File: src/design/cceb_ram.sv
module cceb_ram #(
  parameter int WIDTH = 8,
  parameter int DEPTH = 16
) (
  input  logic                     clk_i,
  input  logic                     we_i,
  input  logic [$clog2(DEPTH)-1:0] waddr_i,
  input  logic [WIDTH-1:0]         wdata_i,
  input  logic [$clog2(DEPTH)-1:0] raddr_i,
  output logic [WIDTH-1:0]         rdata_o
);

  logic [WIDTH-1:0] mem_q [DEPTH];

  always_ff @(posedge clk_i) begin
    if (we_i) begin
      mem_q[waddr_i] <= wdata_i;
    end
    rdata_o <= mem_q[raddr_i];
  end

endmodule

File: config.mk
export PLATFORM = sky130hd
export DESIGN_NAME = cceb_ram
export DESIGN_NICKNAME = d
export VERILOG_FILES = /design/src/design/cceb_ram.sv
export SDC_FILE = /design/constraint.sdc
export NUM_CORES = 1
export LEC_CHECK = 0
export BUFFER_PORTS_ARGS = -buffer_cell sky130_fd_sc_hd__buf_2
export CAP_MARGIN = 0
export CORE_UTILIZATION = 25
export CTS_CLUSTER_SIZE = 8
export DETAILED_ROUTE_END_ITERATION = 10
export HOLD_SLACK_MARGIN = 0.1
export PLACE_DENSITY_LB_ADDON = 0.2
export SLEW_MARGIN = 20
export SYNTH_ARGS = -nofsm -noshare
export SYNTH_HDL_FRONTEND = slang
export SYNTH_SLANG_ARGS = --single-unit
File: constraint.sdc
create_clock -name clk_i -period 3.86 [get_ports clk_i]
set_input_delay 0.772 -clock clk_i [delete_from_list [all_inputs] [get_ports clk_i]]
set_output_delay 0.772 -clock clk_i [all_outputs]
set_load 0.005 [all_outputs]
==> results.yml, run 1 <==
job:
  maxCapViolCount: 0
cts:
  clockBufferDepth: 2
  numCtsBuffers: 17
  cts-hold-fix-buffers: 0
  cts_tree: "done"
  clkTransAtPathRegs_ns: 0.06
  worstSkewPairLatency_ns: 0.41
  clkSinkCount: 136
  cts-root-buf: "clkbuf_16"
  cts_resized: 0
  cts_setup_buffers: 0
  cts.htree.levels: 4
routing:
  drt_first_iter_violations: 224
  wl_per_cell_um: 20.4
  ant_nets: 0
  vias: 2353
  vias_per_cell: 4.26
  finalWirelength_um: 11200
  drc_errors: 0
  firstDrtPassIters: 4
timing:
  fin_crit_ns: 2.13
  fmax_mhz: 470
  report.final.slew_viol_count: 0
  slew_headroom: 0.299
  finalSetupViolations: 0
  rsz0062_at_grt: "no"
  timing.hold.ws_ns: 0.680
  post-route-worst-setup-slack_ns: 1.73
  tightest_slew_ns: 1.05
  finalHoldViolCount: 0
  finClkSkew_ns: 0.00625
  period_share: 0.551
  setup-tns-final_ns: 0
logic_synthesis:
  synth.avg_cell_area_um2: 22.5
  netlist.area_leader.share: 0.747
  ys_top_cells_by_area: "edfxtp_1 75%, mux4_2 7.9%, mux4_1 7.1%, dfxtp_1 3.1%, a22oi_1 2.3%"
  synthesis.area_um2: 5150
  yosysWarnings: 0
  syn_inst: 229
  yosys.area.top_type: "edfxtp_1"
  yosys_register_bits: 136
  ys_seq_area_frac: 0.778
  synth_cell_types: 19
  syn-num-nets: 247
finish:
  final_nets: 287
  syn_to_final_growth_pct: 19.5
  seq_area_um2: 4000
  multi_input_area_um2: 1060
  utilization: 0.304
  fillers: 1953
  finalInstanceArea_um2: 6150
  antenna-diode-count: 0
  instances_no_fill: 552
  drive_gt1_frac: 0.266
power:
  finalPower_mw: 3.39
  peakVddDrop_v: 0.000296
  power.density_nw_per_um2: 552
  power_leakage_nw: 2.01
critical_path:
  crit_slowest_cell: "mux4_1"
  critPathTopFamily: "buffers and inverters"
  arrival_ns: 2.42
  end_kind: "flip-flop"
  r2r_slack_ns: 2.52
  path_buf_inv: 2
  cp_max_fo: 17
  path_class: "in -> reg"
  worstPathRequired_ns: 4.15
  cp_cell_sequence: "buf_2, buf_12, mux4_1, a22oi_1, nand2_1"
  critPathLaunchType: "input port"
  cpPeakStageDelay_ns: 0.56
place:
  dp_hpwl_um: 7050
  numPortBuffers: 25
  dpl_worst_slack_ns: 1.21
  dp_cells: 520
  place_area_um2: 5580
  place_congestion: 0.689
floorplanning:
  rows: 52
  start_util: 0.254
  num_io_pins: 26
  die_x_um: 145
  die-height_um: 145
  core_um2: 20200
  dieArea_um2: 21200
grt:
  grt_pass1_wl_um: 16800
  track_usage: 0.115
  antenna_found_initial: 0
  grt_pass1_vias: 2489
  grt_max_degree: 33
  grt_remaining_overflow: 0
worst_hold_path:
  min_path_type: "reg -> reg"
run_status:
  status: "finished clean"
==> worst paths after layout <==
path | end | cells after the start | startpoint
hold reg to reg | rdata_o[6] | 3 | mem_q[12][6]
setup reg to reg | rdata_o[4] | 3 | mem_q[3][4]
hold / removal | rdata_o[6] | 3 | mem_q[12][6]
setup / recovery | rdata_o[2] | 5 | raddr_i[0]
==> cells in the mapped netlist <==
cell and instances:
nand3_1 1, nor3_1 4, or3b_2 1, mux4_2 18, buf_2 3, nor2_1 13, buf_6 3, and2b_1 1
mux4_1 14, dfxtp_1 8, nand3b_1 2, nand2_1 9, nand2b_1 2, nor2b_1 1, and2_1 1, a22oi_1 16
clkdlybuf4s25_2 3, buf_4 1, edfxtp_1 128
==> tightest hold or removal path, stage by stage, from the launching register on <==
cell and delay (ns):
edfxtp_1 0.32, mux4_2 0.22, a22oi_1 0.06, nand2_1 0.06
==> sequential cells by signal, indices dropped and copies added (netlist names) <==
name	count
rdata_o	8
mem_q	128
==> cell families (layout without fill, tap and decap cells) <==
family          count (synthesis)  after routing  synth area share
compound gates                 16             16            0.0233
simple gates                   35             35            0.0318
flops                         136            136             0.778
mux                            32             32             0.150
buf+inv                        10             63            0.0168
==> cell type report <==
class,instances,area share
sequential,136,0.651
clock inverter,11,0.0212
clock buffer,21,0.0716
timing repair buffer,31,0.0297
multi-input combinational,83,0.172
tap,270,0.0549
==> layer usage <==
metal  wire length (um)  track usage  part of all wire  vias up
met2               5530        0.181              0.49       44
met3                348       0.0354             0.031        7
met1               5270        0.149              0.47     1241
met5                  0            0                 0        -
met4                 82       0.0442            0.0073        0
li1                   -            -                 -     1061
==> where the power goes <==
part           total, mW  leakage, nW  internal (mW)  switching [mW]
combinational      0.150        0.506         0.0616          0.0883
clock               1.58        0.281           1.00           0.578
sequential          1.66         1.22           1.65          0.0106
==> cells in the final DEF (no fill, tap or decap), drive strengths merged, types with 3 or more instances in the layout <==
cell type,synthesis,layout
a22oi,16,16
buf,7,31
bufinv,0,3
clkbuf,0,21
clkinv,0,8
dfxtp,8,8
edfxtp,128,128
mux4,32,32
nand2,9,9
nor2,13,13
nor3,4,4
Power figures use the tool's default switching activity.
==> run 2: changes to the inputs <==
--- a/config.mk
+++ b/config.mk
@@ -5,6 +5,7 @@
 export SDC_FILE = /design/constraint.sdc
 export NUM_CORES = 1
 export LEC_CHECK = 0
+export ABC_AREA = 1
 export BUFFER_PORTS_ARGS = -buffer_cell sky130_fd_sc_hd__buf_2
 export CAP_MARGIN = 0
 export CORE_UTILIZATION = 25
==> constraint.sdc (replaced) <==
create_clock -name clk_i -period 2.1 [get_ports clk_i]
set_input_delay 0.42 -clock clk_i [delete_from_list [all_inputs] [get_ports clk_i]]
set_output_delay 0.42 -clock clk_i [all_outputs]
set_load 0.005 [all_outputs]
==> run 2 against run 1 <==
  * Final cell count increased by 61%
  * Global-route usage is 1.6 points higher
  * Die area grew 12%
  * Largest cell class unchanged
  * Critical path depth unchanged
  * Design area up 11%
  * Hold slack got worse by 0.29 ns
  * Clock skew about the same
  * Routed wire length increased by 30%
==> results.yml, run 2 <==
run_status:
  status: "finished clean"
timing:
  report.final.slew_viol_count: 0
  timing.hold.ws_ns: 0.387
  rsz0062_at_grt: "no"
  tightest_slew_ns: 0.649
  finalSetupViolations: 0
  period_share: 0.654
  slew_headroom: 0.567
  finalHoldViolCount: 0
  setup-tns-final_ns: 0
  finClkSkew_ns: 0.00580
  fin_crit_ns: 1.37
  fmax_mhz: 729
  post-route-worst-setup-slack_ns: 0.727
critical_path:
  cpMostUsedCell: "nand3_1"
  arrival_ns: 1.68
  critPathLaunchType: "input port"
  r2r_cells: 6
  cp_cell_sequence: "buf_2, inv_1, nand3_1, nand3_1, nand2_1"
  cpPeakStageDelay_ns: 0.53
  path_class: "in -> reg"
  crit_slowest_cell: "inv_1"
  timing.rr.start: "mem_q[6][4]"
  end_kind: "flip-flop"
  crit_start: "raddr_i[2]"
  worstPathRequired_ns: 2.41
  cp_max_fo: 17
  cp-endpoint: "rdata_o[6]"
  r2r-end: "rdata_o[4]"
  r2r_slack_ns: 1.03
grt:
  grt_pass1_wl_um: 22300
  grt_max_degree: 65
  grt_remaining_overflow: 0
  grt_pass1_vias: 3672
  track_usage: 0.131
  antenna_found_initial: 0
power:
  switching_share: 0.211
  power_frac_clock: 0.462
  p_int_mw: 5.04
  comb_power_share: 0.060
  power.density_nw_per_um2: 933
  seqPwrFrac: 0.478
  power_leakage_nw: 2.92
  peakVddDrop_v: 0.000549
  p_sw_mw: 1.35
logic_synthesis:
  synthesis.area_um2: 5770
  yosysWarnings: 0
  syn_inst: 551
  synth.avg_cell_area_um2: 10.5
  ys_seq_area_frac: 0.694
  synth_edf_count: 128
  syn-num-nets: 569
  netlist.area_leader.share: 0.667
  ys_top_cells_by_area: "edfxtp_1 67%, nand2_1 11%, nand3_1 8.4%, inv_1 6.5%, dfxtp_1 2.8%"
  yosysMostFrequentCell: "nand2_1"
  yosys.area.top_type: "edfxtp_1"
  synthFlopType: "edfxtp_1"
  async_reset_ff_frac: 0
  synth_commonest_cells: "173 x nand2_1, 128 x edfxtp_1, 100 x inv_1"
  synth_cell_types: 12
  yosys_register_bits: 136
cts:
  cts_resized: 0
  cts_tree: "done"
  clockBufferDepth: 2
  numCtsBuffers: 17
  cts.htree.levels: 4
  clkSinkCount: 136
  cts_setup_buffers: 0
  cts-hold-fix-buffers: 0
  cts-root-buf: "clkbuf_16"
  worstSkewPairLatency_ns: 0.42
  clkTransAtPathRegs_ns: 0.06
floorplanning:
  rows: 55
  die_x_um: 154
  num_io_pins: 26
  core_um2: 22600
  die-height_um: 154
  dieArea_um2: 23700
  start_util: 0.255
finish:
  largest_register_ffs: 128
  finalInstanceArea_um2: 6840
  syn_to_final_growth_pct: 18.7
  regMostFlops: "mem_q"
  final_nets: 608
  drive_gt1_frac: 0.126
  layout_common_cells: "173 x nand2_1, 128 x edfxtp_1, 100 x inv_1"
  utilization: 0.302
  mostFrequentLayoutCell: "nand2_1"
  multi_input_area_um2: 1210
  seq_area_um2: 4000
  fillers: 2306
  antenna-diode-count: 0
  largestRegisters: "mem_q x128, rdata_o x8"
routing:
  ant_nets: 0
  wl_per_cell_um: 16.4
  finalWirelength_um: 14600
  firstDrtPassIters: 4
  vias_per_cell: 4.28
  vias: 3799
  drc_errors: 0
  drt_first_iter_violations: 260
place:
  dpl_worst_slack_ns: 0.258
  numPortBuffers: 25
  place_area_um2: 6250
  dp_hpwl_um: 9000
  place_congestion: 0.737
job:
  maxCapViolCount: 0
worst_hold_path:
  min_path_type: "in -> reg"
  hold_depth: 3
run 2: changes by cell type after synthesis, moves of 2 or more:
| cell | change |
|---|---|
| buf_6 | +3 |
| a22oi_1 | -16 |
| nor3_1 | -4 |
| buf_2 | +10 |
| nor2_1 | +4 |
| nand2b_1 | -2 |
| inv_2 | +2 |
| mux4_2 | -18 |
| nand3_1 | +96 |
| clkdlybuf4s25_2 | -3 |
| nand2_1 | +164 |
| inv_1 | +100 |
| mux4_1 | -14 |
| buf_4 | +3 |
run 2: stage by stage:
| stage | instances | power, mW |
|---|---|---|
| 2_1_floorplan | 551 | 3.32 |
| 3_3_place_gp | 856 | 3.50 |
| 3_5_place_dp | 856 | 3.50 |
| 4_1_cts | 888 | 6.46 |
| 5_1_grt | 888 | 6.61 |
| 6_report | 888 | 6.38 |
run 2: worst min path at each step:
stage | startpoint | endpoint
2_1_floorplan | wdata_i[0] | mem_q[0][0]
3_3_place_gp | mem_q[14][6] | rdata_o[6]
3_5_place_dp | mem_q[14][3] | rdata_o[3]
4_1_cts | raddr_i[3] | rdata_o[6]
5_1_grt | raddr_i[3] | rdata_o[6]
6_report | raddr_i[3] | rdata_o[6]
run 2: logic make-up after synthesis:
| family | after synthesis | share of synthesized area |
|---|---|---|
| buffers and inverters | 126 | 0.0952 |
| AND/OR/NAND/NOR | 289 | 0.210 |
| flip-flops | 136 | 0.694 |
run 2: power groups by stage:
stage / Sequential [mW] / Clock [mW] / Combinational, mW
after detailed placement: 3.11 / 0 / 0.391
after floorplan: 3.11 / 0 / 0.214
after global routing: 3.06 / 3.12 / 0.428
final: 3.05 / 2.95 / 0.381
after CTS: 3.05 / 3.01 / 0.392
after global placement: 3.11 / 0 / 0.388
run 2: worst max-delay path: cells and delay by family:
family                 cells  cell delay, ns
buffers and inverters      2            0.76
and+or+nand+nor            3            0.48
run 2: layer usage:
metal / up-vias / track usage / share of wire / wire length (um)
met5: - / 0 / 0 / 0
met4: 0 / 0.0448 / 0.012 / 171
met3: 16 / 0.0338 / 0.038 / 558
met2: 71 / 0.214 / 0.48 / 7070
met1: 1865 / 0.169 / 0.47 / 6800
li1: 1847 / - / - / -
run 2: cell type report:
type | count | share of cell area
sequential | 136 | 0.585
multi-input combinational | 289 | 0.177
clock buffer | 24 | 0.0733
inverter | 102 | 0.0559
tap | 285 | 0.0521
timing repair buffer | 44 | 0.0428
clock inverter | 8 | 0.0135
==> run 3: changes to the inputs <==
--- a/config.mk
+++ b/config.mk
@@ -5,7 +5,7 @@
 export SDC_FILE = /design/constraint.sdc
 export NUM_CORES = 1
 export LEC_CHECK = 0
-export ABC_AREA = 1
+export ABC_AREA = 0
 export BUFFER_PORTS_ARGS = -buffer_cell sky130_fd_sc_hd__buf_2
 export CAP_MARGIN = 0
 export CORE_UTILIZATION = 25
==> constraint.sdc (replaced) <==
create_clock -name clk_i -period 1.17 [get_ports clk_i]
set_input_delay 0.234 -clock clk_i [delete_from_list [all_inputs] [get_ports clk_i]]
set_output_delay 0.234 -clock clk_i [all_outputs]
set_load 0.005 [all_outputs]
==> run 3 against run 2 <==
  * The flow now finishes with violations (negative setup slack)
  * Design area is 5.1% lower
  * Worst setup slack got worse by 0.83 ns
  * Sequential share of layout area increased by 3.2 points
  * Utilization grew 1.9 points
  * Register-to-register slack worse by 1.1 ns
  * Combinational power up 56%
  * Sequential power grew 80%
  * Clock power increased by 55%
  * Clock skew increased by 0.0068 ns
  * Via count decreased by 36%
  * Critical endpoint is now rdata_o[4]
==> results.yml, run 3 (same netlist as run 1, synthesis figures left out) <==
floorplanning:
  core_um2: 20200
  num_io_pins: 26
  die-height_um: 145
  start_util: 0.254
  dieArea_um2: 21200
  rows: 52
  die_x_um: 145
critical_path:
  path_class: "reg -> reg"
  cp_max_fo: 1
  cp-endpoint: "rdata_o[4]"
  worstPathRequired_ns: 1.46
  r2r_cells: 3
  critPathLaunchType: "flip-flop"
  crit_start: "mem_q[3][4]"
  arrival_ns: 1.56
  r2r_slack_ns: -0.1
  r2r-end: "rdata_o[4]"
  timing.rr.start: "mem_q[3][4]"
  end_kind: "flip-flop"
place:
  place_area_um2: 5940
  numPortBuffers: 25
  dp_hpwl_um: 7040
  dpl_worst_slack_ns: -0.472
  place_congestion: 0.693
run_status:
  status: "finished with violations"
  violations: "negative setup slack"
routing:
  vias: 2420
  drc_errors: 0
  firstDrtPassIters: 4
  route.met3.wl_um: 489
  wl_per_cell_um: 18.3
  wl_met1_um: 5060
  ant_nets: 0
  drt_first_iter_violations: 133
  vias_per_cell: 4.22
  finalWirelength_um: 10500
  top_layer: "met5"
  met2_wirelength_um: 4800
cts:
  cts.htree.levels: 4
  clockBufferDepth: 2
  cts-hold-fix-buffers: 0
  numCtsBuffers: 17
  cts_tree: "done"
  worstSkewPairLatency_ns: 0.41
  clkTransAtPathRegs_ns: 0.05
  clkSinkCount: 136
  cts-root-buf: "clkbuf_16"
  cts_setup_buffers: 0
grt:
  grt_pass1_vias: 2559
  track_usage: 0.107
  grt_max_degree: 20
  grt_pass1_wl_um: 15900
  antenna_found_initial: 1
  grt_remaining_overflow: 0
finish:
  syn_to_final_growth_pct: 26.2
  finalInstanceArea_um2: 6490
  mostFrequentLayoutCell: "edfxtp_1"
  largestRegisters: "mem_q x128, rdata_o x8"
  regMostFlops: "mem_q"
  fillers: 1948
  final_nets: 308
  multi_input_area_um2: 1110
  largest_register_ffs: 128
  drive_gt1_frac: 0.429
  seq_area_um2: 4010
  antenna-diode-count: 0
  layout_common_cells: "128 x edfxtp_1, 32 x mux4_2, 25 x buf_2"
timing:
  report.final.slew_viol_count: 0
  slew_headroom: 0.362
  fmax_mhz: 788
  finalHoldViolCount: 0
  fin_crit_ns: 1.27
  finalSetupViolations: 8
  rsz0062_at_grt: "yes"
  tightest_slew_ns: 0.955
  post-route-worst-setup-slack_ns: -0.0986
  finClkSkew_ns: 0.0126
  period_share: 1.08
job:
  maxCapViolCount: 0
power:
  peakVddDrop_v: 0.000766
  power.density_nw_per_um2: 1640
  power_leakage_nw: 2.10
worst_hold_path:
  min_path_type: "in -> reg"
## run 3: changes by cell type in the layout (fill, tap and decap cells not counted), sizes merged, moves of 2 or more
cell / change
nand2: -164
nand3: -96
nor3: +4
a22oi: +16
buf: +8
inv: -102
nand2b: +2
mux4: +32
nor2: -4
clkbuf: +2
bufinv: -2
## run 3: worst max-delay path: stages (launching register included)
cell and delay (ns):
edfxtp_1 0.37, mux4_2 0.49, a22oi_2 0.21, nand2_1 0.08
## run 3: power breakdown
group	internal (mW)	switching [mW]	leakage, nW
registers	5.45	0.0386	1.22
logic	0.279	0.316	0.619
clock network	2.83	1.75	0.252
## run 3: stage by stage
step	instances	TNS, ns	power [mW]	util	hold slack, ns
2_1_floorplan	229	-4.98	5.89	-	0.333
3_3_place_gp	541	-26.24	6.18	0.294	0.612
3_5_place_dp	541	-28.33	6.18	0.294	0.610
4_1_cts	573	-0.605	10.8	0.320	0.193
5_1_grt	573	-0.862	11.1	0.321	0.210
6_report	573	-0.366	10.7	0.321	0.214
## run 3: worst min path at each step
stage | depth (start not counted) | to | slack (ns) | start
after floorplan | 0 | mem_q[0][0] | 0.33 | wdata_i[0]
after global placement | 1 | rdata_o[1] | 0.61 | rdata_o[1]
after detailed placement | 1 | rdata_o[2] | 0.61 | rdata_o[2]
after CTS | 1 | mem_q[12][0] | 0.19 | wdata_i[0]
after global routing | 1 | mem_q[12][0] | 0.21 | wdata_i[0]
final | 1 | mem_q[1][0] | 0.21 | wdata_i[0]
## run 3: repair_timing
item / in CTS / in global routing
pin swaps: 3 / 4
setup endpoints to repair: 11 / 9
gates resized for setup: 7 / 4
## run 3: routing by layer
metal | track usage | vias up
met2 | 0.157 | 46
met5 | 0 | -
met4 | 0.0411 | 2
met3 | 0.0386 | 13
met1 | 0.145 | 1277
li1 | - | 1082
## run 3: layout make-up
cell class	instances	area share
Timing Repair Buffer	52	0.0813
Tap cell	270	0.0520
Multi-Input combinational cell	83	0.171
Clock buffer	26	0.0753
Clock inverter	6	0.00385
Sequential cell	136	0.617
