==> src/design/cceb_pkg.sv <==
package cceb_pkg;

  // Map geometry.
  localparam int GRID_MAX  = 32;
  localparam int LAYER_MAX = 16;
  localparam int MAP_DEPTH = GRID_MAX * GRID_MAX * LAYER_MAX;
  localparam int MAP_AW    = $clog2(MAP_DEPTH);

  // Field widths.
  localparam int POS_W  = 24;
  localparam int EN_W   = 32;
  localparam int SUM_W  = 48;
  localparam int IDX_W  = 14;
  localparam int CS_W   = 20;
  localparam int GC_W   = 6;
  localparam int DM_W   = 2;
  localparam int LT_W   = 7;
  localparam int ADDR_W = 5;
  localparam int DATA_W = 32;

  // Divider geometry: signed dividend, magnitude one bit narrower.
  localparam int DIVD_W = POS_W + 1;
  localparam int MAG_W  = DIVD_W - 1;
  localparam int DIVS_W = CS_W;
  localparam int QUO_W  = MAG_W + 1;
  localparam int CNT_W  = $clog2(MAG_W + 1);

  // Index arithmetic widths.
  localparam int IX_W   = QUO_W + 1;
  localparam int T1_W   = IX_W + GC_W + 1;
  localparam int T2_W   = T1_W + 1;
  localparam int NLOG_W = LT_W;
  localparam int T3_W   = T2_W + NLOG_W + 1;
  localparam int FLAT_W = T3_W + 1;
  localparam int GG_W   = 2 * GC_W;
  localparam int SIZE_W = GG_W + NLOG_W;

  localparam logic [SUM_W-1:0] SUM_MAX = '1;

  typedef enum logic [1:0] {
    OP_SIGNAL = 2'd0,
    OP_ABSORB = 2'd1,
    OP_READ   = 2'd2,
    OP_END    = 2'd3
  } opcode_e;

  localparam logic [2:0] REG_CELL_SIZE  = 3'd0;
  localparam logic [2:0] REG_GRID_CELLS = 3'd1;
  localparam logic [2:0] REG_DEPTH_MODE = 3'd2;
  localparam logic [2:0] REG_SPLIT      = 3'd3;
  localparam logic [2:0] REG_PITCH      = 3'd4;
  localparam logic [2:0] REG_LAYERS     = 3'd5;
  localparam logic [2:0] REG_GROUP      = 3'd6;

  localparam logic [DM_W-1:0] MODE_SPLIT   = 2'd1;
  localparam logic [DM_W-1:0] MODE_GROUPED = 2'd2;

  typedef struct packed {
    logic              start;
    logic              floor_mode;
    logic [DIVD_W-1:0] dividend;
    logic [DIVS_W-1:0] divisor;
  } div_req_t;

  typedef struct packed {
    logic             busy;
    logic             done;
    logic [QUO_W-1:0] quot;
  } div_rsp_t;

  function automatic logic [SUM_W-1:0] sat_add(input logic [SUM_W-1:0] a,
                                               input logic [EN_W-1:0] b);
    logic [SUM_W:0] s;
    s = {1'b0, a} + (SUM_W + 1)'(b);
    return s[SUM_W] ? SUM_MAX : s[SUM_W-1:0];
  endfunction

endpackage

==> src/design/cceb_div.sv <==
module cceb_div import cceb_pkg::*; (
  input  logic     clk_i,
  input  logic     rst_ni,
  input  div_req_t req_i,
  output div_rsp_t rsp_o
);

  // Restoring division, one quotient bit per cycle. The magnitude shifts out
  // at the top of quo_q while quotient bits shift in at the bottom.
  logic [MAG_W-1:0]  quo_q, quo_d;
  logic [DIVS_W-1:0] rem_q, rem_d;
  logic [DIVS_W-1:0] dvs_q, dvs_d;
  logic              neg_q, neg_d;
  logic              floor_q, floor_d;
  logic [CNT_W-1:0]  cnt_q, cnt_d;
  logic              busy_q, busy_d;
  logic              done_q, done_d;

  logic [DIVS_W:0]   trial;
  logic [DIVS_W:0]   diff;
  logic              ge;
  logic [DIVD_W-1:0] absval;
  logic [QUO_W-1:0]  qext;

  always_comb begin
    trial   = {rem_q, quo_q[MAG_W-1]};
    diff    = trial - {1'b0, dvs_q};
    ge      = trial >= {1'b0, dvs_q};
    absval  = req_i.dividend[DIVD_W-1] ? (~req_i.dividend + 1'b1) : req_i.dividend;
    quo_d   = quo_q;
    rem_d   = rem_q;
    dvs_d   = dvs_q;
    neg_d   = neg_q;
    floor_d = floor_q;
    cnt_d   = cnt_q;
    busy_d  = busy_q;
    done_d  = 1'b0;
    if (req_i.start && !busy_q) begin
      quo_d   = absval[MAG_W-1:0];
      rem_d   = '0;
      dvs_d   = req_i.divisor;
      neg_d   = req_i.dividend[DIVD_W-1];
      floor_d = req_i.floor_mode;
      cnt_d   = CNT_W'(MAG_W - 1);
      busy_d  = 1'b1;
    end else if (busy_q) begin
      rem_d = ge ? diff[DIVS_W-1:0] : trial[DIVS_W-1:0];
      quo_d = {quo_q[MAG_W-2:0], ge};
      if (cnt_q == '0) begin
        busy_d = 1'b0;
        done_d = 1'b1;
      end else begin
        cnt_d = cnt_q - 1'b1;
      end
    end
  end

  always_ff @(posedge clk_i or negedge rst_ni) begin
    if (!rst_ni) begin
      busy_q <= 1'b0;
      done_q <= 1'b0;
      cnt_q  <= '0;
    end else begin
      busy_q <= busy_d;
      done_q <= done_d;
      cnt_q  <= cnt_d;
    end
  end

  always_ff @(posedge clk_i) begin
    quo_q   <= quo_d;
    rem_q   <= rem_d;
    dvs_q   <= dvs_d;
    neg_q   <= neg_d;
    floor_q <= floor_d;
  end

  // A negative floored quotient with a remainder rounds one further down,
  // which is plain one's complement of the magnitude.
  always_comb begin
    qext = {1'b0, quo_q};
    if (!neg_q) begin
      rsp_o.quot = qext;
    end else if (floor_q && (rem_q != '0)) begin
      rsp_o.quot = ~qext;
    end else begin
      rsp_o.quot = ~qext + 1'b1;
    end
    rsp_o.busy = busy_q;
    rsp_o.done = done_q;
  end

endmodule

==> config.mk <==
export PLATFORM = sky130hd
export DESIGN_NAME = cceb_div
export DESIGN_NICKNAME = d
export VERILOG_FILES = /design/src/design/cceb_pkg.sv /design/src/design/cceb_div.sv
export SDC_FILE = /design/constraint.sdc
export NUM_CORES = 1
export LEC_CHECK = 0
export ABC_AREA = 0
export BUFFER_PORTS_ARGS = -buffer_cell sky130_fd_sc_hd__buf_2
export CAP_MARGIN = 30
export CORE_ASPECT_RATIO = 1.5
export CORE_MARGIN = 3
export CORE_UTILIZATION = 50
export DETAILED_ROUTE_END_ITERATION = 8
export PLACE_DENSITY = 0.81
export SLEW_MARGIN = 20
export SYNTH_ARGS = -nofsm -noshare
export SYNTH_HDL_FRONTEND = slang
export SYNTH_SLANG_ARGS = --single-unit
export TNS_END_PERCENT = 30
==> constraint.sdc <==
create_clock -name clk_i -period 8.6 [get_ports clk_i]
set_input_delay 1.72 -clock clk_i [delete_from_list [all_inputs] [get_ports clk_i]]
set_output_delay 1.72 -clock clk_i [all_outputs]
set_load 0.01 [all_outputs]
==> results of run 1 <==
## cells in the final DEF (no fill, tap or decap), drive strengths merged, types with 4 or more instances in the layout
cell type | synthesis | layout
nor4 | 8 | 8
o21a | 7 | 7
buf | 9 | 82
o211ai | 7 | 7
xnor2 | 38 | 38
clkinv | 0 | 5
a21oi | 23 | 23
or4 | 7 | 7
inv | 36 | 36
ha | 24 | 24
xor2 | 27 | 27
nand3 | 7 | 7
edfxtp | 46 | 46
dfrtp | 7 | 7
or3 | 4 | 4
o31a | 7 | 7
clkbuf | 16 | 9
o221ai | 4 | 4
nor3 | 17 | 17
a21o | 9 | 9
nand2b | 6 | 6
o41ai | 7 | 7
dfxtp | 20 | 20
o21ai | 56 | 56
o31ai | 16 | 16
nor2 | 20 | 20
a31oi | 4 | 4
nand2 | 94 | 94
## state kept, by name, summed over array words and instances (netlist names)
name / cells
quo_q: 24
dvs_q: 20
rem_q: 20
cnt_q: 5
busy_q: 1
done_q: 1
floor_q: 1
neg_q: 1
## layout make-up
cell class,instances,area (sq um)
Timing Repair Buffer,83,458
Fill cell,831,3960
Tap cell,115,144
Inverter,36,135
Multi-Input combinational cell,430,2820
Clock inverter,7,47.5
Sequential cell,73,1960
Clock buffer,9,225
## stage by stage
step | cells | util | worst slack, ns
5_1_grt | 753 | 0.594 | 3.80
3_5_place_dp | 735 | 0.563 | 4.24
2_1_floorplan | 564 | - | 4.49
6_report | 753 | 0.594 | 3.83
3_3_place_gp | 733 | 0.561 | 4.29
4_1_cts | 751 | 0.591 | 3.85
## path summary, 6_finish.rpt
kind	from	endpoint	slack, ns	cells past startpoint
hold reg to reg	rem_q[5]	rem_q[6]	0.54	2
setup / recovery	quo_q[14]	rsp_o[23]	3.83	7
min in group asynchronous	rst_ni	cnt_q[4]	1.20	1
max in group asynchronous	rst_ni	busy_q	7.23	1
setup reg to reg	rem_q[6]	rem_q[15]	5.42	9
hold / removal	rem_q[5]	rem_q[6]	0.54	2
## power by group through the flow
stage | logic (mW) | registers (mW) | clock network [mW]
after floorplan | 0.813 | 0.654 | 0
after global placement | 1.04 | 0.698 | 0
after detailed placement | 1.07 | 0.703 | 0
after CTS | 1.08 | 0.698 | 0.350
after global routing | 1.21 | 0.720 | 0.365
final | 1.09 | 0.702 | 0.342
## cells by family after synthesis
logic type,synth area share
AO/OA/AOI/OAI,0.216
buffers and inverters,0.0505
adder cells (fa/ha/maj),0.0637
multiplexers,0.00199
AND/OR/NAND/NOR,0.165
XOR/XNOR,0.113
flip-flops,0.389
## routing by layer
layer,global-route usage,up-vias
met5,0,-
met4,0.130,0
met1,0.257,2050
li1,-,2172
met3,0.0500,37
met2,0.400,154
## worst max-delay path, cell delays in order, from the launching register on
cell                       delay (ns)
sky130_fd_sc_hd__edfxtp_1        0.44
sky130_fd_sc_hd__or4_1           0.57
sky130_fd_sc_hd__or3_1           0.37
sky130_fd_sc_hd__or3_1           0.39
sky130_fd_sc_hd__or4_1           0.45
sky130_fd_sc_hd__o21ai_1         0.20
sky130_fd_sc_hd__xnor2_1         0.14
sky130_fd_sc_hd__buf_2           0.15
==> Implementation_results.wiki, run 1 <==
{| class="wikitable"
! Metric !! Value
|-
| Share of the yosys chip area belonging to registers || 0.389
|-
| Die height || roughly 130 microns
|-
| CP required || about 7 ns
|-
| Worst slew slack as a fraction of its limit || 0.412
|-
| GP Congestion || slightly above 0.9
|-
| Vias in the first global route || between 4,000 and 5,000
|-
| Number of storage elements in the synthesis netlist || between 70 and 80
|-
| Count of synthesis-stage warnings from yosys || 0
|-
| Cell row count || 44
|-
| Met1 wire length || approximately 4.8 mm
|-
| Routed length on met3 || around 670 microns
|-
| Width of the chip || a little under 90 microns
|-
| Power density over cell area || 369 nW/um^2
|-
| Share of layout cells above drive strength 1 || 0.176
|-
| Synth Net Count || 638
|-
| Overall routing resource usage || 0.231
|-
| Setup repair after global routing missed its margin || false
|-
| Net switching power || 0.916 mW
|-
| Largest cells by area after synthesis || sky130_fd_sc_hd__edfxtp_1 27%, sky130_fd_sc_hd__dfxtp_1 8.0%, sky130_fd_sc_hd__nand2_1 7.0%
|-
| Clock Power Share || 0.160
|-
| Post-synthesis area per instance || between 8 and 9 sq um
|-
| Final HPWL from detailed placement || about 9.4 mm
|-
| CTS-repair resized insts || 0
|-
| I/O pin count || 76
|-
| Startpoint type of the worst setup path || flop
|-
| Critical-path maximum fanout || 4
|-
| Top cells by instance count after synthesis || 94 x sky130_fd_sc_hd__nand2_1, 53 x sky130_fd_sc_hd__o21ai_0, 46 x sky130_fd_sc_hd__edfxtp_1
|-
| Max-Cap Viols || 0
|-
| Setup violators final || 0
|-
| Total Negative Setup Slacks || 0 ns
|-
| Post-layout min period || 4.77 ns
|-
| Total of hold buffers inserted after clock tree synthesis || 0
|-
| Post-Route WL || 12.6 mm
|-
| Total standard cell area after synthesis || 5030 sq um
|-
| Count of flip-flops with a built-in enable after synthesis || 46
|-
| Clock transition at the register clock pins on the worst setup and hold paths after CTS || ~0.060 ns
|-
| Root Driver || sky130_fd_sc_hd__clkbuf_16
|-
| Synth Flop Type || sky130_fd_sc_hd__edfxtp_1
|-
| Final cycle utilization of the critical path || 0.554
|-
| Worst clock skew || between 0.009 and 0.01 ns
|-
| Sequential Power Share || 0.329
|-
| Area of all placed cells without fillers || slightly below 6000 sq um
|-
| Core Area || between 9000 and 10,000 sq um
|-
| Net total in the final layout || roughly 700
|-
| Remaining global-route overflow || 0
|-
| Source-to-sink clock delay at the later pin of the worst-skew pair || between 0.3 and 0.4 ns
|-
| Transition time of the tightest slew-check pin || 0.872 ns
|-
| Area of the die || ~11,000 sq um
|-
| DRT iter0 DRCs || between 300 and 400
|-
| Avg WL per Cell || between 15 and 20 microns
|-
| Top layer in use || met4
|-
| Port Buffers || 75
|-
| Total Power Consumption || 2.13 mW
|-
| DRC violations left || 0
|-
| Count of clock tree sinks || 73
|-
| Post-synthesis async set-or-reset flop share || 0.0959
|-
| Antenna violations before repair || 0
|-
| Hold WC Path Type || reg -> reg
|-
| Post-detailed-route count of antenna-violating nets || 0
|-
| Standby leakage power || ~2.5 nW
|-
| Starting density of the core || 0.516
|-
| Instance count of the mapped netlist || 564
|-
| Synthesis-to-finish area growth || 15.1%
|-
| Count of final max-slew check failures || 0
|-
| Antenna diodes || 0
|-
| Number of library cell types mapped by synthesis || slightly below 60
|-
| Type of destination of the critical path || primary output
|-
| Number of buffers on the longest clock path || 2
|-
| Arrival time at the worst endpoint || 3.05 ns
|-
| Largest net degree at the start of global routing || 48
|-
| Proportion of total power due to net switching || 0.429
|-
| Worst hold slack || between 0.5 and 0.6 ns
|-
| Wire length on met2 || roughly 6.6 mm
|-
| Post-Place Cell Area || 5490 sq um
|-
| Most numerous cell in the Yosys netlist || sky130_fd_sc_hd__nand2_1
|-
| Via Count || 4,413
|-
| Result of the run || finished, final reports clean
|-
| Library cell with the largest summed area after synthesis || sky130_fd_sc_hd__edfxtp_1
|-
| Worst IR drop on VDD || ~0.00019 V
|-
| Total iterations of the first detailed-routing run || 5
|-
| CTS tree || done
|-
| Logic gate share of total power || 0.510
|-
| Maximum clock rate || 210 MHz
|-
| Area share of the largest cell type after synthesis || 0.275
|-
| Final hold viol count || 0
|-
| Deepest level of the CTS H-tree || 3
|-
| Clock buffer count from CTS || 9
|-
| Post-CTS repair timing setup buffer count || 0
|-
| Average via count per standard cell || around 6
|-
| Internal power of the cells || between 1 and 1.5 mW
|-
| Global-route wire length before repair || roughly 20 mm
|-
| Critical path type || reg -> out
|}
Power figures use the tool's default switching activity.
==> run 2, diff against run 1 <==
==> constraint.sdc (replaced) <==
create_clock -name clk_i -period 4.7 [get_ports clk_i]
set_input_delay 0.94 -clock clk_i [delete_from_list [all_inputs] [get_ports clk_i]]
set_output_delay 0.94 -clock clk_i [all_outputs]
set_load 0.01 [all_outputs]
==> run 2 against run 1 <==
  * Hold slack got worse by 0.11 ns
  * Sequential power is 84% higher
  * First-iteration DRC count rose by 10%
  * Via count rose by 1.3%
  * Worst setup slack lost 3.1 ns
  * Count of clock-buffer cells in the layout unchanged
  * Design area increased by 0.39%
  * Die area is the same
  * Highest routed layer unchanged
  * Global-route usage rose by 0.93 points
  * Sequential cell count unchanged
==> Implementation_results.wiki, run 2 (synthesis results as in run 1) <==
{| class="wikitable"
! Metric !! Value
|-
| Result of the run || finished, final reports clean
|-
| GP Congestion || about 0.90
|-
| Depth of the most critical reg-to-reg path || 9
|-
| Largest net degree at the start of global routing || 48
|-
| Capture instance of the worst register-to-register path || rem_q[5]
|-
| Share of layout cells above drive strength 1 || 0.174
|-
| Critical path type || reg -> out
|-
| Most common cell after layout, fill and taps aside || sky130_fd_sc_hd__nand2_1
|-
| Remaining global-route overflow || 0
|-
| Avg WL per Cell || around 17 microns
|-
| Worst IR drop on VDD || around 0.00036 V
|-
| Worst slew slack as a fraction of its limit || 0.367
|-
| CTS tree || done
|-
| Arrival time at the worst endpoint || between 3 and 4 ns
|-
| Transition time of the tightest slew-check pin || ~0.94 ns
|-
| Via Count || between 4,000 and 5,000
|-
| Width of the chip || between 80 and 90 microns
|-
| Critical-path maximum fanout || 4
|-
| Hold WC Path Type || in -> async
|-
| Net total in the final layout || 708
|-
| Most used cells in the layout excluding fill and tap cells || 94 x sky130_fd_sc_hd__nand2_1, 75 x sky130_fd_sc_hd__buf_2, 53 x sky130_fd_sc_hd__o21ai_0
|-
| DRC violations left || 0
|-
| Setup repair after global routing missed its margin || false
|-
| Port Buffers || 75
|-
| Post-Route WL || between 10 and 15 mm
|-
| Setup violators final || 0
|-
| Post-detailed-route count of antenna-violating nets || 0
|-
| Power density over cell area || about 680 nW/um^2
|-
| Starting density of the core || 0.516
|-
| Worst clock skew || between 0.004 and 0.005 ns
|-
| I/O pin count || 76
|-
| Root Driver || sky130_fd_sc_hd__clkbuf_16
|-
| Largest regs || quo_q x24, dvs_q x20, rem_q x20
|-
| Type of destination of the critical path || primary output
|-
| Count of final max-slew check failures || 0
|-
| Antenna diodes || 0
|-
| Count of clock tree sinks || 73
|-
| Clock buffer count from CTS || 9
|-
| Synthesis-to-finish area growth || 15.6%
|-
| Core Area || about 9700 sq um
|-
| Max-Cap Viols || 0
|-
| Die height || 129 microns
|-
| Clock transition at the register clock pins on the worst setup and hold paths after CTS || approximately 0.06 ns
|-
| Antenna violations before repair || 0
|-
| CTS-repair resized insts || 0
|-
| Register-to-register setup slack || 1.71 ns
|-
| CP required || ~3.8 ns
|-
| Final hold viol count || 0
|-
| Area of the die || ~11,000 sq um
|-
| Final cycle utilization of the critical path || 0.848
|-
| Deepest level of the CTS H-tree || 3
|-
| Number of buffers on the longest clock path || 2
|-
| DRT iter0 DRCs || 363
|-
| Post-layout min period || 3.99 ns
|-
| Met3 global-route usage || 0.0474
|-
| Startpoint type of the worst setup path || flop
|-
| Grt met2 use || 0.422
|-
| Global-route wire length before repair || approximately 21 mm
|-
| Standby leakage power || about 2.5 nW
|-
| Average via count per standard cell || around 5.9
|-
| Post-CTS repair timing setup buffer count || 0
|-
| Total iterations of the first detailed-routing run || 4
|-
| Global route hottest layer || met2
|-
| Maximum clock rate || ~250 MHz
|-
| Register ranked first by flip-flop count || quo_q
|-
| Source-to-sink clock delay at the later pin of the worst-skew pair || approximately 0.33 ns
|-
| Final HPWL from detailed placement || ~9.6 mm
|-
| Overall routing resource usage || 0.240
|-
| Total Negative Setup Slacks || 0 ns
|-
| Vias in the first global route || about 4,500
|-
| Placed cell count || around 740
|-
| Met1 layer usage reported by global route || 0.273
|-
| Cell row count || 44
|-
| Total of hold buffers inserted after clock tree synthesis || 0
|-
| Worst reg2reg startpoint || rem_q[6]
|-
| Largest register FFs || 24
|-
| Post-Layout Cell Count || 754
|}
[run 2: per-layer routing]
layer  vias to the layer above  share of wire
li1                       2175              -
met1                      2061           0.37
met4                         0          0.043
met5                         -              0
met2                       189           0.52
met3                        45          0.062
[run 2: cell type report]
type                       count  area [sq um]
fill                         818          3930
multi-input combinational    430          2820
sequential                    73          1960
timing repair buffer          84           470
clock buffer                   9           225
tap                          115           144
inverter                      36           135
clock inverter                 7          61.3
[run 2: how the worst max path moves through the flow]
stage,slack [ns],cells after the start,start,endpoint
finish,0.71,7,quo_q[14],rsp_o[23]
global route,0.61,7,quo_q[14],rsp_o[23]
CTS,0.71,7,quo_q[15],rsp_o[23]
detailed placement,1.09,7,quo_q[15],rsp_o[23]
global placement,1.18,7,quo_q[14],rsp_o[23]
floorplan,1.37,6,quo_q[14],rsp_o[23]
[run 2: worst max-delay path, stage by stage (launching register included)]
cell and delay, ns:
sky130_fd_sc_hd__edfxtp_1 0.44, sky130_fd_sc_hd__or4_1 0.56, sky130_fd_sc_hd__or3_1 0.37, sky130_fd_sc_hd__or3_1 0.38, sky130_fd_sc_hd__or4_1 0.46, sky130_fd_sc_hd__o21ai_1 0.18
sky130_fd_sc_hd__xnor2_1 0.15, sky130_fd_sc_hd__buf_2 0.16
[run 2: stage by stage]
stage               utilization  cell area [sq um]  setup slack (ns)  hold slack, ns  power [mW]
global placement          0.563               5480              1.18           0.513        3.19
CTS                       0.595               5800             0.707           0.421        3.96
floorplan                     -               5030              1.37           0.484        2.68
finish                    0.596               5810             0.712           0.426        3.97
detailed placement        0.565               5510              1.09           0.523        3.26
global route              0.596               5810             0.610           0.428        4.28
[run 2: where the power goes]
| part | internal (mW) | switching (mW) |
|---|---|---|
| clock | 0.405 | 0.260 |
| sequential | 1.00 | 0.288 |
| combinational | 0.886 | 1.13 |
==> run 3, diff against run 2 <==
--- a/config.mk
+++ b/config.mk
@@ -5,14 +5,14 @@
 export SDC_FILE = /design/constraint.sdc
 export NUM_CORES = 1
 export LEC_CHECK = 0
-export ABC_AREA = 0
+export ABC_AREA = 1
 export BUFFER_PORTS_ARGS = -buffer_cell sky130_fd_sc_hd__buf_2
 export CAP_MARGIN = 30
 export CORE_ASPECT_RATIO = 1.5
 export CORE_MARGIN = 3
 export CORE_UTILIZATION = 50
 export DETAILED_ROUTE_END_ITERATION = 8
-export PLACE_DENSITY = 0.81
+export PLACE_DENSITY = 0.83
 export SLEW_MARGIN = 20
 export SYNTH_ARGS = -nofsm -noshare
 export SYNTH_HDL_FRONTEND = slang
==> constraint.sdc (replaced) <==
create_clock -name clk_i -period 3.54 [get_ports clk_i]
set_input_delay 0.708 -clock clk_i [delete_from_list [all_inputs] [get_ports clk_i]]
set_output_delay 0.708 -clock clk_i [all_outputs]
set_load 0.01 [all_outputs]
==> run 3 against run 2 <==
  * Clock skew rose by 0.0020 ns
  * Register-to-register slack got worse by 0.69 ns
  * Hold slack got worse by 0.24 ns
  * Non-clock buffer count down 2
  * Largest power group unchanged
  * Sequential power is 27% higher
  * Die area rose by 17%
==> Implementation_results.wiki, run 3 <==
{| class="wikitable"
! Metric !! Value
|-
| Result of the run || finished, final reports clean
|-
| DRC violations left || 0
|-
| Total Power Consumption || 5.86 mW
|-
| Area of all placed cells without fillers || 6770 sq um
|-
| Instance count of the mapped netlist || 890
|-
| Post-Place Cell Area || 6430 sq um
|-
| Antenna diodes || 0
|-
| Max-Cap Viols || 0
|-
| CP required || ~2.8 ns
|-
| Critical-path maximum fanout || 18
|-
| Final hold viol count || 0
|-
| Clock transition at the register clock pins on the worst setup and hold paths after CTS || about 0.06 ns
|-
| Worst IR drop on VDD || ~0.00036 V
|-
| Remaining global-route overflow || 0
|-
| Count of final max-slew check failures || 0
|-
| Post-synthesis area per instance || around 6.7 sq um
|-
| Transition time of the tightest slew-check pin || between 0.7 and 0.8 ns
|-
| Width of the chip || between 90 and 100 microns
|-
| Most common cell after layout, fill and taps aside || sky130_fd_sc_hd__nand2_1
|-
| CTS tree || done
|-
| Starting density of the core || 0.515
|-
| Number of library cell types mapped by synthesis || 42
|-
| Avg WL per Cell || around 14 microns
|-
| Post-Route WL || about 15 mm
|-
| Most used cells in the layout excluding fill and tap cells || 269 x sky130_fd_sc_hd__nand2_1, 134 x sky130_fd_sc_hd__inv_1, 97 x sky130_fd_sc_hd__nand3_1
|-
| Via Count || 5,831
|-
| Area share of the largest cell type after synthesis || 0.232
|-
| Core Area || between 10,000 and 15,000 sq um
|-
| GP Congestion || between 0.9 and 1
|-
| Startpoint type of the worst setup path || flop
|-
| Final cycle utilization of the critical path || 0.838
|-
| Register ranked first by flip-flop count || quo_q
|-
| Standby leakage power || 3.44 nW
|-
| Total standard cell area after synthesis || a little under 6000 sq um
|-
| Cell row count || 48
|-
| Most numerous cell in the Yosys netlist || sky130_fd_sc_hd__nand2_1
|-
| Die height || between 100 and 150 microns
|-
| Vias in the first global route || around 5,700
|-
| Post-detailed-route count of antenna-violating nets || 0
|-
| Post-synthesis async set-or-reset flop share || 0.0959
|-
| CTS-repair resized insts || 0
|-
| Hold WC Path Type || in -> async
|-
| Largest register FFs || 24
|-
| Largest stage delay, worst path || around 0.35 ns
|-
| Depth of the most critical reg-to-reg path || 12
|-
| Synthesis-to-finish area growth || 13.6%
|-
| Worst clock skew || 0.00665 ns
|-
| Library cell with the largest summed area after synthesis || sky130_fd_sc_hd__edfxtp_1
|-
| Arrival time at the worst endpoint || between 2 and 2.5 ns
|-
| Total iterations of the first detailed-routing run || 5
|-
| Synth Flop Type || sky130_fd_sc_hd__edfxtp_1
|-
| Largest net degree at the start of global routing || 33
|-
| Area of the die || about 13,000 sq um
|-
| Average via count per standard cell || ~5.2
|-
| Critical path type || reg -> out
|-
| Grt met2 use || 0.446
|-
| Share of layout cells above drive strength 1 || 0.135
|-
| Capture instance of the worst register-to-register path || quo_q[0]
|-
| Setup violators final || 0
|-
| DRT iter0 DRCs || between 300 and 400
|-
| Global route hottest layer || met2
|-
| Clock buffer count from CTS || 9
|-
| Count of flip-flops with a built-in enable after synthesis || 46
|-
| Count of clock tree sinks || 73
|-
| Antenna violations before repair || 0
|-
| Count of synthesis-stage warnings from yosys || 0
|-
| Series of cell instances along the critical path || nor4_1 -> nand3_1 -> nand2_1 -> buf_4 -> nand2_1 -> o21ai_0 -> nand2_1 -> o21ai_0 -> buf_2
|-
| Post-CTS repair timing setup buffer count || 0
|-
| Total of hold buffers inserted after clock tree synthesis || 0
|-
| Setup repair after global routing missed its margin || false
|-
| Largest regs || quo_q x24, dvs_q x20, rem_q x20
|-
| Post-layout min period || between 2 and 3 ns
|-
| Synth Net Count || roughly 960
|-
| Share of the yosys chip area belonging to registers || 0.328
|-
| Met1 layer usage reported by global route || 0.266
|-
| Worst slew slack as a fraction of its limit || 0.473
|-
| Fraction of the core area covered by cells at the end of the flow || 0.584
|-
| Number of buffers on the longest clock path || 2
|-
| Worst reg2reg startpoint || dvs_q[2]
|-
| Top cells by instance count after synthesis || 269 x sky130_fd_sc_hd__nand2_1, 134 x sky130_fd_sc_hd__inv_1, 97 x sky130_fd_sc_hd__nand3_1
|-
| Total Negative Setup Slacks || 0 ns
|-
| Register-to-register setup slack || 1.02 ns
|-
| Met3 global-route usage || 0.0297
|-
| Power density over cell area || just under 900 nW/um^2
|-
| Overall routing resource usage || 0.242
|-
| Master of the slowest instance on the critical path || sky130_fd_sc_hd__nor4_1
|-
| Port Buffers || 75
|-
| Largest cells by area after synthesis || sky130_fd_sc_hd__edfxtp_1 23%, sky130_fd_sc_hd__nand2_1 17%, sky130_fd_sc_hd__inv_1 8.4%
|-
| Number of storage elements in the synthesis netlist || 73
|-
| Maximum clock rate || about 340 MHz
|-
| Root Driver || sky130_fd_sc_hd__clkbuf_16
|-
| Source-to-sink clock delay at the later pin of the worst-skew pair || between 0.3 and 0.4 ns
|-
| Type of destination of the critical path || primary output
|-
| Deepest level of the CTS H-tree || 3
|-
| Cell with the most instances on the worst path || sky130_fd_sc_hd__nand2_1
|-
| Final HPWL from detailed placement || 11.7 mm
|-
| I/O pin count || 76
|-
| Net total in the final layout || about 1,000
|-
| Global-route wire length before repair || 25.6 mm
|}
[run 3: changes by cell type after synthesis, sizes merged, moves of 7 or more]
cell / before / now
nand2: 94 / 278
inv: 36 / 139
nand3: 7 / 108
nor2: 20 / 72
xnor2: 38 / 11
nand4: 1 / 16
o31ai: 16 / 4
a21o: 9 / 0
nor3: 17 / 10
o31a: 7 / 0
o41ai: 7 / 0
or4: 7 / 0
[run 3: final cells by class]
class / count / area, sq um
clock inverter: 5 / 65.1
clock buffer: 11 / 275
timing repair buffer: 82 / 428
inverter: 142 / 533
sequential: 73 / 1960
tap: 150 / 188
multi-input combinational: 649 / 3330
fill: 1070 / 4820
[run 3: kinds of logic (layout without fill, tap and decap cells)]
group	count (synthesis)	in the layout	share of synthesized area
xor+xnor	38	38	0.0558
compound gates	91	91	0.0829
flops	73	73	0.328
buf+inv	168	240	0.115
fa+ha+maj	25	25	0.0537
simple gates	495	495	0.364
[run 3: worst max-delay path by stage]
stage	to	slack [ns]	from
final	rsp_o[10]	0.57	rem_q[16]
after global routing	rsp_o[10]	0.40	rem_q[16]
after CTS	rsp_o[10]	0.58	rem_q[16]
after detailed placement	rsp_o[10]	0.95	rem_q[16]
after global placement	rsp_o[10]	0.92	rem_q[16]
after floorplan	quo_q[11]	1.33	req_i[46]
[run 3: stage by stage]
stage,std cells,worst slack [ns],hold WS [ns]
6_report,1112,0.572,0.184
5_1_grt,1112,0.404,0.187
4_1_cts,1112,0.581,0.185
3_5_place_dp,1096,0.953,0.464
3_3_place_gp,1096,0.922,0.460
2_1_floorplan,890,1.33,0.412
[run 3: metal layers]
layer,wire (microns),vias to the layer above
met5,0,-
met2,8220,168
li1,-,3001
met1,5880,2619
met4,559,0
met3,578,43
[run 3: where the power goes]
| group | internal (mW) | leakage [nW] | switching (mW) |
|---|---|---|---|
| sequential | 1.34 | 0.696 | 0.304 |
| clock | 0.639 | 0.161 | 0.380 |
| combinational | 1.17 | 2.58 | 2.03 |
| total | 3.15 | 3.44 | 2.71 |
[run 3: critical path, delay by kind of cell, from the launching register on]
family          cells  cell delay, ns
flops               1            0.34
buf+inv             2            0.45
compound gates      2            0.17
simple gates        5            0.96
